$ cat src/ssos_pkg.sv
// Shared types, constants and encodings for the sonar servo opening scanner.
package ssos_pkg;

    // Angles in degrees
    localparam int          ANGLE_W     = 8;
    localparam logic [7:0]  DEG_CENTER  = 8'd90;
    localparam logic [7:0]  DEG_MAX     = 8'd180;
    localparam logic [7:0]  DEG_MIN     = 8'd0;

    // Echo parameter default and range limit for an echo of zero
    localparam int ECHO_BITS_DEF = 16;
    localparam int MAX_RANGE_CM  = 400;
    localparam int RANGE_W       = 10;

    // Distance judgement: echo*343 is compared against cm*20000
    localparam int ECHO_SCALE   = 343;
    localparam int ECHO_SCALE_W = 9;
    localparam int CM_SCALE     = 20000;
    localparam int CM_SCALE_W   = 15;
    localparam int CM_W         = 9;

    // Pulse mapping: divide by 180 through a reciprocal multiply
    localparam int PULSE_W   = 12;
    localparam int PROD_W    = ANGLE_W + PULSE_W;
    localparam int RECIP_SH  = 27;
    localparam int RECIP_W   = 20;
    localparam logic [RECIP_W-1:0] RECIP_180 = RECIP_W'((1 << RECIP_SH) / 180);
    localparam logic [PROD_W-1:0]  DIVISOR   = PROD_W'(180);

    // Streak counter
    localparam int          STREAK_W   = 4;
    localparam logic [3:0]  STREAK_MAX = 4'hF;

    // Scan phase, one-hot
    typedef enum logic [6:0] {
        PH_IDLE     = 7'b0000001,
        PH_CENTER   = 7'b0000010,
        PH_LEFT     = 7'b0000100,
        PH_RIGHT    = 7'b0001000,
        PH_RECENTER = 7'b0010000,
        PH_FOUND    = 7'b0100000,
        PH_BLOCKED  = 7'b1000000
    } t_phase;

    // Phase codes as reported on the result channel
    localparam logic [2:0] CODE_IDLE     = 3'd0;
    localparam logic [2:0] CODE_CENTER   = 3'd1;
    localparam logic [2:0] CODE_LEFT     = 3'd2;
    localparam logic [2:0] CODE_RIGHT    = 3'd3;
    localparam logic [2:0] CODE_RECENTER = 3'd4;
    localparam logic [2:0] CODE_FOUND    = 3'd5;
    localparam logic [2:0] CODE_BLOCKED  = 3'd6;

    // Action codes
    localparam logic ACT_START = 1'b0;
    localparam logic ACT_TICK  = 1'b1;

    // Configuration register indexes
    typedef enum logic [2:0] {
        CFG_SLEW_STEP  = 3'd0,
        CFG_CHECK_STEP = 3'd1,
        CFG_CONFIRM    = 3'd2,
        CFG_CLEAR_CM   = 3'd3,
        CFG_MIN_RANGE  = 3'd4,
        CFG_PULSE_MIN  = 3'd5,
        CFG_PULSE_MAX  = 3'd6,
        CFG_LEFT_LOW   = 3'd7
    } t_cfg_idx;

    localparam int CFG_DATA_W = 12;

    // Distance thresholds handed to the ping judges
    typedef struct packed {
        logic [CM_W-1:0] clear_cm;
        logic [CM_W-1:0] min_range_cm;
    } t_ping_cfg;

endpackage

$ cat src/ssos_ping.sv
// Judges one sonar echo time as clear or blocked against the distance thresholds.
module ssos_ping #(
    parameter int ECHO_BITS = ssos_pkg::ECHO_BITS_DEF
) (
    input  logic [ECHO_BITS-1:0] i_echo_us,
    input  ssos_pkg::t_ping_cfg  i_cfg,
    output logic                 o_clear
);

    localparam int SC_W  = ECHO_BITS + ssos_pkg::ECHO_SCALE_W;
    localparam int LIM_W = ssos_pkg::CM_W + ssos_pkg::CM_SCALE_W;
    localparam int CMP_W = (SC_W > LIM_W) ? SC_W : LIM_W;

    logic [CMP_W-1:0] scaled;
    logic [CMP_W-1:0] clear_lim;
    logic [CMP_W-1:0] min_lim;
    logic             zero_clear;

    // Scale echo and thresholds to a common unit (constant multipliers)
    assign scaled    = CMP_W'(i_echo_us) * CMP_W'(ssos_pkg::ECHO_SCALE);
    assign clear_lim = CMP_W'(i_cfg.clear_cm) * CMP_W'(ssos_pkg::CM_SCALE);
    assign min_lim   = CMP_W'(i_cfg.min_range_cm) * CMP_W'(ssos_pkg::CM_SCALE);

    // No echo reads as the maximum range
    assign zero_clear = ssos_pkg::RANGE_W'(ssos_pkg::MAX_RANGE_CM)
                        >= ssos_pkg::RANGE_W'(i_cfg.clear_cm);

    // Below the minimum range the distance counts as zero
    always_comb begin
        if (i_echo_us == '0) begin
            o_clear = zero_clear;
        end else if (scaled < min_lim) begin
            o_clear = (i_cfg.clear_cm == '0);
        end else begin
            o_clear = (scaled >= clear_lim);
        end
    end

endmodule

$ cat src/sonar_servo_opening_scanner.sv
// Top level of the servo-swept sonar opening scanner: scan sequencer and pulse pipeline.
//
//  Channel  | Signals                                     | Dir | Beat
//  ---------+---------------------------------------------+-----+---------------------------
//  in       | i_valid, o_stall, i_action, i_echo_*_us     | in  | one start or slew tick
//  out      | o_valid, i_stall, o_servo_angle, o_pulse_us,| out | one result per input beat
//           | o_phase, o_check_made, o_check_clear,       |     |
//           | o_relative_deg                              |     |
//  cfg      | i_cfg_valid, o_cfg_ready, i_cfg_index,      | in  | one register write
//           | i_cfg_data                                  |     |
//
// An input beat can be taken every cycle while o_stall is low; the scan state updates
// at the accepting edge. Each result passes through registered stages a, b and c into the
// output registers: the pulse width runs through a multiply stage, a reciprocal multiply
// for the divide by 180 and a correction stage.
// Synchronous active-low reset returns the scan to idle at 90 degrees and loads the
// register defaults; no clearing pass is needed. A stall on the output holds the last
// stage and backs up the pipeline; o_stall rises only when all four stages are full.
module sonar_servo_opening_scanner #(
    parameter int ECHO_BITS = ssos_pkg::ECHO_BITS_DEF
) (
    input  logic                  i_clk,
    input  logic                  i_rst_n,
    // input channel
    input  logic                  i_valid,
    output logic                  o_stall,
    input  logic                  i_action,
    input  logic [ECHO_BITS-1:0]  i_echo_first_us,
    input  logic [ECHO_BITS-1:0]  i_echo_second_us,
    // result channel
    output logic                  o_valid,
    input  logic                  i_stall,
    output logic [7:0]            o_servo_angle,
    output logic [11:0]           o_pulse_us,
    output logic [2:0]            o_phase,
    output logic                  o_check_made,
    output logic                  o_check_clear,
    output logic signed [7:0]     o_relative_deg,
    // configuration channel
    input  logic                  i_cfg_valid,
    output logic                  o_cfg_ready,
    input  logic [2:0]            i_cfg_index,
    input  logic [ssos_pkg::CFG_DATA_W-1:0] i_cfg_data
);

    localparam int AW = ssos_pkg::ANGLE_W;
    localparam int PW = ssos_pkg::PULSE_W;
    localparam int XW = ssos_pkg::PROD_W;
    localparam int MW = ssos_pkg::PROD_W + ssos_pkg::RECIP_W;

    // Move one slew step toward a target, clamped at the target
    function automatic logic [AW-1:0] f_move(input logic [AW-1:0] a,
                                             input logic [AW-1:0] t,
                                             input logic [AW-1:0] step);
        logic [AW-1:0] res;
        res = a;
        if (a < t) begin
            res = (step >= t - a) ? t : a + step;
        end else if (a > t) begin
            res = (step >= a - t) ? t : a - step;
        end
        return res;
    endfunction

    // Map a one-hot phase to its reported code
    function automatic logic [2:0] f_code(input ssos_pkg::t_phase ph);
        logic [2:0] c;
        case (ph)
            ssos_pkg::PH_IDLE:     c = ssos_pkg::CODE_IDLE;
            ssos_pkg::PH_CENTER:   c = ssos_pkg::CODE_CENTER;
            ssos_pkg::PH_LEFT:     c = ssos_pkg::CODE_LEFT;
            ssos_pkg::PH_RIGHT:    c = ssos_pkg::CODE_RIGHT;
            ssos_pkg::PH_RECENTER: c = ssos_pkg::CODE_RECENTER;
            ssos_pkg::PH_FOUND:    c = ssos_pkg::CODE_FOUND;
            ssos_pkg::PH_BLOCKED:  c = ssos_pkg::CODE_BLOCKED;
            default:               c = ssos_pkg::CODE_IDLE;
        endcase
        return c;
    endfunction

    // Configuration registers
    logic [7:0]    r_slew_step;
    logic [7:0]    r_check_step;
    logic [3:0]    r_confirm;
    logic [8:0]    r_clear_cm;
    logic [8:0]    r_min_range;
    logic [PW-1:0] r_pulse_min;
    logic [PW-1:0] r_pulse_max;
    logic          r_left_low;

    // Scan state
    logic [AW-1:0]             r_angle,  n_angle;
    ssos_pkg::t_phase          r_phase,  n_phase;
    logic [AW-1:0]             r_last,   n_last;
    logic [ssos_pkg::STREAK_W-1:0] r_streak, n_streak;
    logic [AW-1:0]             r_stop,   n_stop;
    logic                      r_found,  n_found;

    // Pipeline stages
    logic                 r_a_valid, r_b_valid, r_c_valid, r_d_valid;
    logic [AW-1:0]        r_a_angle, r_b_angle, r_c_angle;
    logic [2:0]           r_a_phase, r_b_phase, r_c_phase;
    logic                 r_a_made,  r_b_made,  r_c_made;
    logic                 r_a_clear, r_b_clear, r_c_clear;
    logic [7:0]           r_a_rel,   r_b_rel,   r_c_rel;
    logic [XW-1:0]        r_b_mag,   r_c_mag;
    logic                 r_b_neg,   r_c_neg;
    logic [PW-1:0]        r_c_q0;

    logic                 in_acc;
    logic                 a_ready, b_ready, c_ready, d_ready;
    logic                 made, clr, ping_a, ping_b;
    logic [AW-1:0]        step, glide_tgt, moved_c, moved_g, travel;
    logic [ssos_pkg::STREAK_W-1:0] streak_inc, streak_chk;
    logic [7:0]           rel_next;
    logic [PW-1:0]        span_mag;
    logic                 span_neg;
    logic [MW-1:0]        recip_prod;
    logic [XW-1:0]        q0_times, rem;
    logic [PW-1:0]        q_fix, pulse_next;
    ssos_pkg::t_ping_cfg  ping_cfg;

    // Handshakes: each stage advances when the next one has room
    assign d_ready     = !r_d_valid || !i_stall;
    assign c_ready     = !r_c_valid || d_ready;
    assign b_ready     = !r_b_valid || c_ready;
    assign a_ready     = !r_a_valid || b_ready;
    assign o_stall     = !a_ready;
    assign in_acc      = i_valid && a_ready;
    assign o_cfg_ready = 1'b1;
    assign o_valid     = r_d_valid;

    // Register writes
    always_ff @(posedge i_clk) begin
        if (!i_rst_n) begin
            r_slew_step  <= 8'd1;
            r_check_step <= 8'd10;
            r_confirm    <= 4'd3;
            r_clear_cm   <= 9'd100;
            r_min_range  <= 9'd2;
            r_pulse_min  <= 12'd500;
            r_pulse_max  <= 12'd2500;
            r_left_low   <= 1'b0;
        end else if (i_cfg_valid && o_cfg_ready) begin
            case (ssos_pkg::t_cfg_idx'(i_cfg_index))
                ssos_pkg::CFG_SLEW_STEP:  r_slew_step  <= i_cfg_data[7:0];
                ssos_pkg::CFG_CHECK_STEP: r_check_step <= i_cfg_data[7:0];
                ssos_pkg::CFG_CONFIRM:    r_confirm    <= i_cfg_data[3:0];
                ssos_pkg::CFG_CLEAR_CM:   r_clear_cm   <= i_cfg_data[8:0];
                ssos_pkg::CFG_MIN_RANGE:  r_min_range  <= i_cfg_data[8:0];
                ssos_pkg::CFG_PULSE_MIN:  r_pulse_min  <= i_cfg_data[PW-1:0];
                ssos_pkg::CFG_PULSE_MAX:  r_pulse_max  <= i_cfg_data[PW-1:0];
                ssos_pkg::CFG_LEFT_LOW:   r_left_low   <= i_cfg_data[0];
                default: ;
            endcase
        end
    end

    // Judge both pings
    assign ping_cfg.clear_cm     = r_clear_cm;
    assign ping_cfg.min_range_cm = r_min_range;

    ssos_ping #(.ECHO_BITS(ECHO_BITS)) u_ping_first (
        .i_echo_us (i_echo_first_us),
        .i_cfg     (ping_cfg),
        .o_clear   (ping_a)
    );

    ssos_ping #(.ECHO_BITS(ECHO_BITS)) u_ping_second (
        .i_echo_us (i_echo_second_us),
        .i_cfg     (ping_cfg),
        .o_clear   (ping_b)
    );

    // Movement candidates and check distance
    assign step       = (r_slew_step == '0) ? AW'(1) : r_slew_step;
    assign glide_tgt  = ((r_phase == ssos_pkg::PH_LEFT) != r_left_low) ?
                        ssos_pkg::DEG_MAX : ssos_pkg::DEG_MIN;
    assign moved_c    = f_move(r_angle, ssos_pkg::DEG_CENTER, step);
    assign moved_g    = f_move(r_angle, glide_tgt, step);
    assign travel     = (moved_g >= r_last) ? moved_g - r_last : r_last - moved_g;
    assign streak_inc = (r_streak == ssos_pkg::STREAK_MAX) ? r_streak : r_streak + 1'b1;

    // Scan sequencer next state
    always_comb begin
        n_angle    = r_angle;
        n_phase    = r_phase;
        n_last     = r_last;
        n_streak   = r_streak;
        n_stop     = r_stop;
        n_found    = r_found;
        made       = 1'b0;
        clr        = 1'b0;
        streak_chk = '0;
        if (i_action == ssos_pkg::ACT_START) begin
            // start only from a finished or idle scan
            if (r_phase == ssos_pkg::PH_IDLE || r_phase == ssos_pkg::PH_FOUND ||
                r_phase == ssos_pkg::PH_BLOCKED) begin
                n_found  = 1'b0;
                n_stop   = ssos_pkg::DEG_CENTER;
                n_streak = '0;
                n_last   = ssos_pkg::DEG_CENTER;
                n_phase  = (r_angle == ssos_pkg::DEG_CENTER) ?
                           ssos_pkg::PH_LEFT : ssos_pkg::PH_CENTER;
            end
        end else begin
            case (r_phase)
                ssos_pkg::PH_CENTER: begin
                    n_angle = moved_c;
                    if (moved_c == ssos_pkg::DEG_CENTER) begin
                        n_phase  = ssos_pkg::PH_LEFT;
                        n_last   = moved_c;
                        n_streak = '0;
                    end
                end
                ssos_pkg::PH_LEFT, ssos_pkg::PH_RIGHT: begin
                    if (r_angle == glide_tgt) begin
                        // glide already at its limit: end it without a move
                        if (r_phase == ssos_pkg::PH_LEFT) begin
                            n_phase  = ssos_pkg::PH_RIGHT;
                            n_last   = r_angle;
                            n_streak = '0;
                        end else begin
                            n_stop  = glide_tgt;
                            n_found = 1'b0;
                            n_phase = (r_angle == ssos_pkg::DEG_CENTER) ?
                                      ssos_pkg::PH_BLOCKED : ssos_pkg::PH_RECENTER;
                        end
                    end else begin
                        n_angle = moved_g;
                        if (travel >= r_check_step || moved_g == glide_tgt) begin
                            // check point: judge the pings and update the streak
                            n_last     = moved_g;
                            made       = 1'b1;
                            clr        = ping_a && ping_b;
                            streak_chk = clr ? streak_inc : '0;
                            n_streak   = streak_chk;
                            if (streak_chk >= r_confirm) begin
                                n_stop  = moved_g;
                                n_found = 1'b1;
                                n_phase = (moved_g == ssos_pkg::DEG_CENTER) ?
                                          ssos_pkg::PH_FOUND : ssos_pkg::PH_RECENTER;
                            end else if (moved_g == glide_tgt) begin
                                if (r_phase == ssos_pkg::PH_LEFT) begin
                                    n_phase  = ssos_pkg::PH_RIGHT;
                                    n_streak = '0;
                                end else begin
                                    n_stop  = glide_tgt;
                                    n_found = 1'b0;
                                    n_phase = (moved_g == ssos_pkg::DEG_CENTER) ?
                                              ssos_pkg::PH_BLOCKED :
                                              ssos_pkg::PH_RECENTER;
                                end
                            end
                        end
                    end
                end
                ssos_pkg::PH_RECENTER: begin
                    n_angle = moved_c;
                    if (moved_c == ssos_pkg::DEG_CENTER) begin
                        n_phase = r_found ? ssos_pkg::PH_FOUND : ssos_pkg::PH_BLOCKED;
                    end
                end
                default: ;
            endcase
        end
    end

    // Relative opening angle, signed by scan direction
    always_comb begin
        if (!n_found) begin
            rel_next = '0;
        end else if (r_left_low) begin
            rel_next = ssos_pkg::DEG_CENTER - n_stop;
        end else begin
            rel_next = n_stop - ssos_pkg::DEG_CENTER;
        end
    end

    // Update the scan state on each accepted beat
    always_ff @(posedge i_clk) begin
        if (!i_rst_n) begin
            r_angle  <= ssos_pkg::DEG_CENTER;
            r_phase  <= ssos_pkg::PH_IDLE;
            r_last   <= ssos_pkg::DEG_CENTER;
            r_streak <= '0;
            r_stop   <= ssos_pkg::DEG_CENTER;
            r_found  <= 1'b0;
        end else if (in_acc) begin
            r_angle  <= n_angle;
            r_phase  <= n_phase;
            r_last   <= n_last;
            r_streak <= n_streak;
            r_stop   <= n_stop;
            r_found  <= n_found;
        end
    end

    // Pulse arithmetic for each stage
    assign span_neg   = r_pulse_max < r_pulse_min;
    assign span_mag   = span_neg ? r_pulse_min - r_pulse_max : r_pulse_max - r_pulse_min;
    assign recip_prod = MW'(r_b_mag) * MW'(ssos_pkg::RECIP_180);
    assign q0_times   = (XW'(r_c_q0) << 7) + (XW'(r_c_q0) << 5) +
                        (XW'(r_c_q0) << 4) + (XW'(r_c_q0) << 2);
    assign rem        = r_c_mag - q0_times;
    assign q_fix      = (rem >= ssos_pkg::DIVISOR) ? r_c_q0 + 1'b1 : r_c_q0;
    assign pulse_next = r_c_neg ? r_pulse_min - q_fix : r_pulse_min + q_fix;

    // Pipeline valid bits
    always_ff @(posedge i_clk) begin
        if (!i_rst_n) begin
            r_a_valid <= 1'b0;
            r_b_valid <= 1'b0;
            r_c_valid <= 1'b0;
            r_d_valid <= 1'b0;
        end else begin
            if (a_ready) r_a_valid <= in_acc;
            if (b_ready) r_b_valid <= r_a_valid;
            if (c_ready) r_c_valid <= r_b_valid;
            if (d_ready) r_d_valid <= r_c_valid;
        end
    end

    // Pipeline payload: result fields ride along with the pulse math
    always_ff @(posedge i_clk) begin
        if (in_acc) begin
            r_a_angle <= n_angle;
            r_a_phase <= f_code(n_phase);
            r_a_made  <= made;
            r_a_clear <= clr;
            r_a_rel   <= rel_next;
        end
        if (b_ready && r_a_valid) begin
            r_b_angle <= r_a_angle;
            r_b_phase <= r_a_phase;
            r_b_made  <= r_a_made;
            r_b_clear <= r_a_clear;
            r_b_rel   <= r_a_rel;
            r_b_mag   <= XW'(r_a_angle) * XW'(span_mag);
            r_b_neg   <= span_neg;
        end
        if (c_ready && r_b_valid) begin
            r_c_angle <= r_b_angle;
            r_c_phase <= r_b_phase;
            r_c_made  <= r_b_made;
            r_c_clear <= r_b_clear;
            r_c_rel   <= r_b_rel;
            r_c_mag   <= r_b_mag;
            r_c_neg   <= r_b_neg;
            r_c_q0    <= recip_prod[ssos_pkg::RECIP_SH +: PW];
        end
        if (d_ready && r_c_valid) begin
            o_servo_angle  <= r_c_angle;
            o_pulse_us     <= pulse_next;
            o_phase        <= r_c_phase;
            o_check_made   <= r_c_made;
            o_check_clear  <= r_c_clear;
            o_relative_deg <= r_c_rel;
        end
    end

`ifndef ASSERT_OFF
    a_angle_range: assert property (@(posedge i_clk) disable iff (!i_rst_n)
        o_valid |-> o_servo_angle <= ssos_pkg::DEG_MAX)
        else $error("servo angle beyond 180");

    a_clear_needs_check: assert property (@(posedge i_clk) disable iff (!i_rst_n)
        o_valid && o_check_clear |-> o_check_made)
        else $error("clear reported without a check");

    a_found_flag: assert property (@(posedge i_clk) disable iff (!i_rst_n)
        (r_phase == ssos_pkg::PH_FOUND) |-> r_found)
        else $error("found phase without an opening");

    a_blocked_flag: assert property (@(posedge i_clk) disable iff (!i_rst_n)
        (r_phase == ssos_pkg::PH_BLOCKED || r_phase == ssos_pkg::PH_IDLE) |-> !r_found)
        else $error("opening flagged in idle or blocked phase");

    a_accept_enters: assert property (@(posedge i_clk) disable iff (!i_rst_n)
        in_acc |=> r_a_valid)
        else $error("accepted beat missing from first stage");
`endif

endmodule

$ cat config.mk
export PLATFORM = sky130hd
export DESIGN_NAME = sonar_servo_opening_scanner
export DESIGN_NICKNAME = d
export VERILOG_FILES = /design/src/ssos_pkg.sv /design/src/ssos_ping.sv /design/src/sonar_servo_opening_scanner.sv
export SDC_FILE = /design/constraint.sdc
export NUM_CORES = 2
export LEC_CHECK = 0
export ABC_CLOCK_PERIOD_IN_PS = 13750
export BUFFER_PORTS_ARGS = -buffer_cell sky130_fd_sc_hd__buf_4
export CAP_MARGIN = 25
export CORE_AREA = 5 5 323 388
export DETAILED_ROUTE_END_ITERATION = 10
export DIE_AREA = 0 0 328 393
export GPL_TIMING_DRIVEN = 0
export SLEW_MARGIN = 20
export SYNTH_ARGS = -nofsm -noshare
export SYNTH_HDL_FRONTEND = slang
export SYNTH_SLANG_ARGS = --single-unit
$ cat constraint.sdc
create_clock -name i_clk -period 13.75 [get_ports i_clk]
set_input_delay 2.0625 -clock i_clk [delete_from_list [all_inputs] [get_ports i_clk]]
set_output_delay 2.0625 -clock i_clk [all_outputs]
set_load 0.02 [all_outputs]
==> impl_metrics.tcl <==
set metrics [dict create \
    post_cts_buffers 0 \
    arrival_ps 12130 \
    syn_area_um2 36000 \
    die_width_um 328 \
    drive_gt1_share_pct 4.85 \
    synthFlopType "edfxtp_1" \
    synth-async-reset-ratio_pct 0 \
    met3_usage_pct 1.31 \
    cp-start-kind "flip-flop" \
    final_cells 5617 \
    utilization_pct 32.8 \
    synth_area_per_cell_um2 9.36 \
    cts_tree "built" \
    period_share_pct 86.2 \
    drt-pass1-iter-count 7 \
    status "finished, final reports clean" \
    grt_max_degree 31 \
    area_growth_pct 10.3 \
    whs_path_depth 0 \
    first_iter_violations 1176 \
    synth_largest_area_cell "ha_1" \
    viasPerCell 4.71 \
    crit_cells 44 \
    top_usage_layer "met2" \
    drv_cap 0 \
    syn_inst 3845 \
    cts_buffers 27 \
    crit_path_end_kind "flip-flop" \
    ys_top_cells_by_area "ha_1 (24%), fa_1 (20%), edfxtp_1 (13%), inv_1 (7.8%), dfxtp_1 (5.7%)" \
    cts_sinks 253 \
    fill_cells 12547 \
    hold_violations 0 \
    vias 26433 \
    drtAntennaViolNets 0 \
    grt_overflow 0 \
    use_met2_pct 25.4 \
    coreArea_um2 121000 \
    worst-path-buf-inv 4 \
    port_buffers 83 \
    drc 0 \
    place_inst 5565 \
    cp_common_cell "o21ai_0" \
    dp_hpwl_um 75400 \
    hold_buffers 0 \
    path_class "reg -> reg" \
    rows 140 \
    cts_resized 0 \
    rsz0062_at_grt "no" \
    die_y_um 393 \
    cp_top_family "compound AO/OA/AOI/OAI gates" \
    root_buffer "clkbuf_16" \
    ys_seq_elements 253 \
    cp_slowest_stage_delay_ps 770 \
    routedWlPerCell_um 15.7 \
    synth_top_area_share_pct 23.8 \
    ff_latch_area_um2 6570 \
    grt_pass1_wl_um 144000 \
    path_max_fanout 10 \
    crit_path_top_delay_cell "o22ai_1" \
    clk_path_buf_depth 3 \
    reg2reg_depth 44 \
    met1_usage_pct 16.8 \
    ys_types 97 \
    htreeDepth 1 \
    slew_headroom_pct 27.6 \
    setup_viol 0 \
    grt_pass1_vias 27316 \
    worstMarginPinSlew_ps 1080 \
    finClkSkew_ps 27.0 \
    cp.required_ps 14030 \
    initial_core_util_pct 29.7 \
    multi_input_area_um2 26300 \
    yosysSeqAreaShare_pct 18.2 \
    yosys_warnings 0 \
    grt_use_total_pct 13.7 \
    path_clk_slew_ps 60 \
    syn_nets 4940 \
    antenna_found_initial 7 \
    clk-insertion-delay-late_ps 550 \
    slew_viol_final 0 \
    routed_wl_um 88500 \
    hold_path.class "reg -> reg" \
    timing.fmax_mhz 84.4 \
    setup-tns-final_ps 0 \
    dieArea_um2 129000 \
    synth_edf_count 150 \
    nets 5056 \
    fin_crit_ps 11850 \
    io_pins 89 \
    gp_congestion 0.905 \
]
-- per-stage QoR --
step | area (µm²) | setup slack [ps] | hold WS [ps]
3_5_place_dp | 38800 | 1400 | 405
2_1_floorplan | 36000 | 2800 | 400
4_1_cts | 39700 | 1930 | 416
5_1_grt | 39700 | 947 | 419
3_3_place_gp | 38600 | 1500 | 404
6_report | 39700 | 1900 | 412
-- cell families after synthesis --
kind of cell / share of synthesized area, %
compound gates: 13.0
simple gates: 10.9
buf+inv: 8.67
flops: 18.2
other cells: 0.0104
fa+ha+maj: 43.7
mux: 1.16
xor+xnor: 4.31
-- cells in the mapped netlist, types with 34 or more instances --
library cell and instances:
inv_1 750, ha_1 685, fa_1 357, nand2_1 314, a21oi_1 168, nor2_1 158
edfxtp_1 150, o21ai_0 128, xnor2_1 122, dfxtp_1 103, a21o_1 69, clkbuf_1 60
a21boi_0 55, and2_1 55, nor2b_1 55, xor2_1 53, nand3_1 46, o211ai_1 36
o21a_1 36, mux2i_1 34, nor3_1 34
-- worst reg2reg max path: cells and delay by family, from the launching register on --
family | cells | cell delay (ps)
AO/OA/AOI/OAI | 20 | 4730
buffers and inverters | 4 | 1340
flip-flops | 1 | 300
AND/OR/NAND/NOR | 10 | 1910
multiplexers | 1 | 410
adder cells (fa/ha/maj) | 5 | 1780
XOR/XNOR | 4 | 1090
-- final timing paths --
path,start,end,slack [ps]
setup / recovery,r_left_low,r_a_rel[5],1900
hold / removal,r_b_angle[3],r_c_angle[3],410
setup reg to reg,r_left_low,r_a_rel[5],1900
hold reg to reg,r_b_angle[3],r_c_angle[3],410
-- sequential cells by signal (all words and copies together) (netlist names), 7 cells and up --
signal / cells
r_angle: 8
o_servo_angle: 8
r_a_angle: 8
r_slew_step: 8
r_min_range: 9
r_check_step: 8
o_relative_deg: 8
r_c_q0: 12
r_b_angle: 8
r_c_mag: 20
r_b_mag: 20
r_pulse_min: 12
r_pulse_max: 12
r_a_rel: 8
r_phase: 7
r_clear_cm: 9
r_c_angle: 8
r_b_rel: 8
o_pulse_us: 12
r_c_rel: 8
r_last: 8
r_stop: 8
-- cells in the final DEF, fill, tap and decap left out, types with 84 or more instances in the layout --
cell,n
a21oi_1,168
buf_4,84
dfxtp_1,103
edfxtp_1,150
fa_1,357
ha_1,685
inv_1,750
nand2_1,314
nor2_1,158
o21ai_0,128
xnor2_1,122
-- final cells by class --
type | count | share of cell area (%)
buffer | 71 | 0.735
sequential | 253 | 16.6
tap | 1633 | 5.15
antenna | 3 | 0.0189
timing repair buffer | 87 | 1.83
clock buffer | 36 | 1.94
multi-input combinational | 2767 | 66.4
inverter | 754 | 7.13
clock inverter | 13 | 0.274
-- routing by layer --
| metal | up-vias | wire length (µm) | part of all wire, % |
|---|---|---|---|
| met5 | - | 34 | 0.038 |
| met4 | 6 | 2840 | 3.2 |
| met3 | 149 | 2830 | 3.2 |
| met2 | 439 | 45200 | 51 |
| met1 | 12784 | 37600 | 42 |
| li1 | 13055 | - | - |
Power is not shown: default switching activity piles up to over one toggle a cycle in this logic, so the estimate is an artifact.
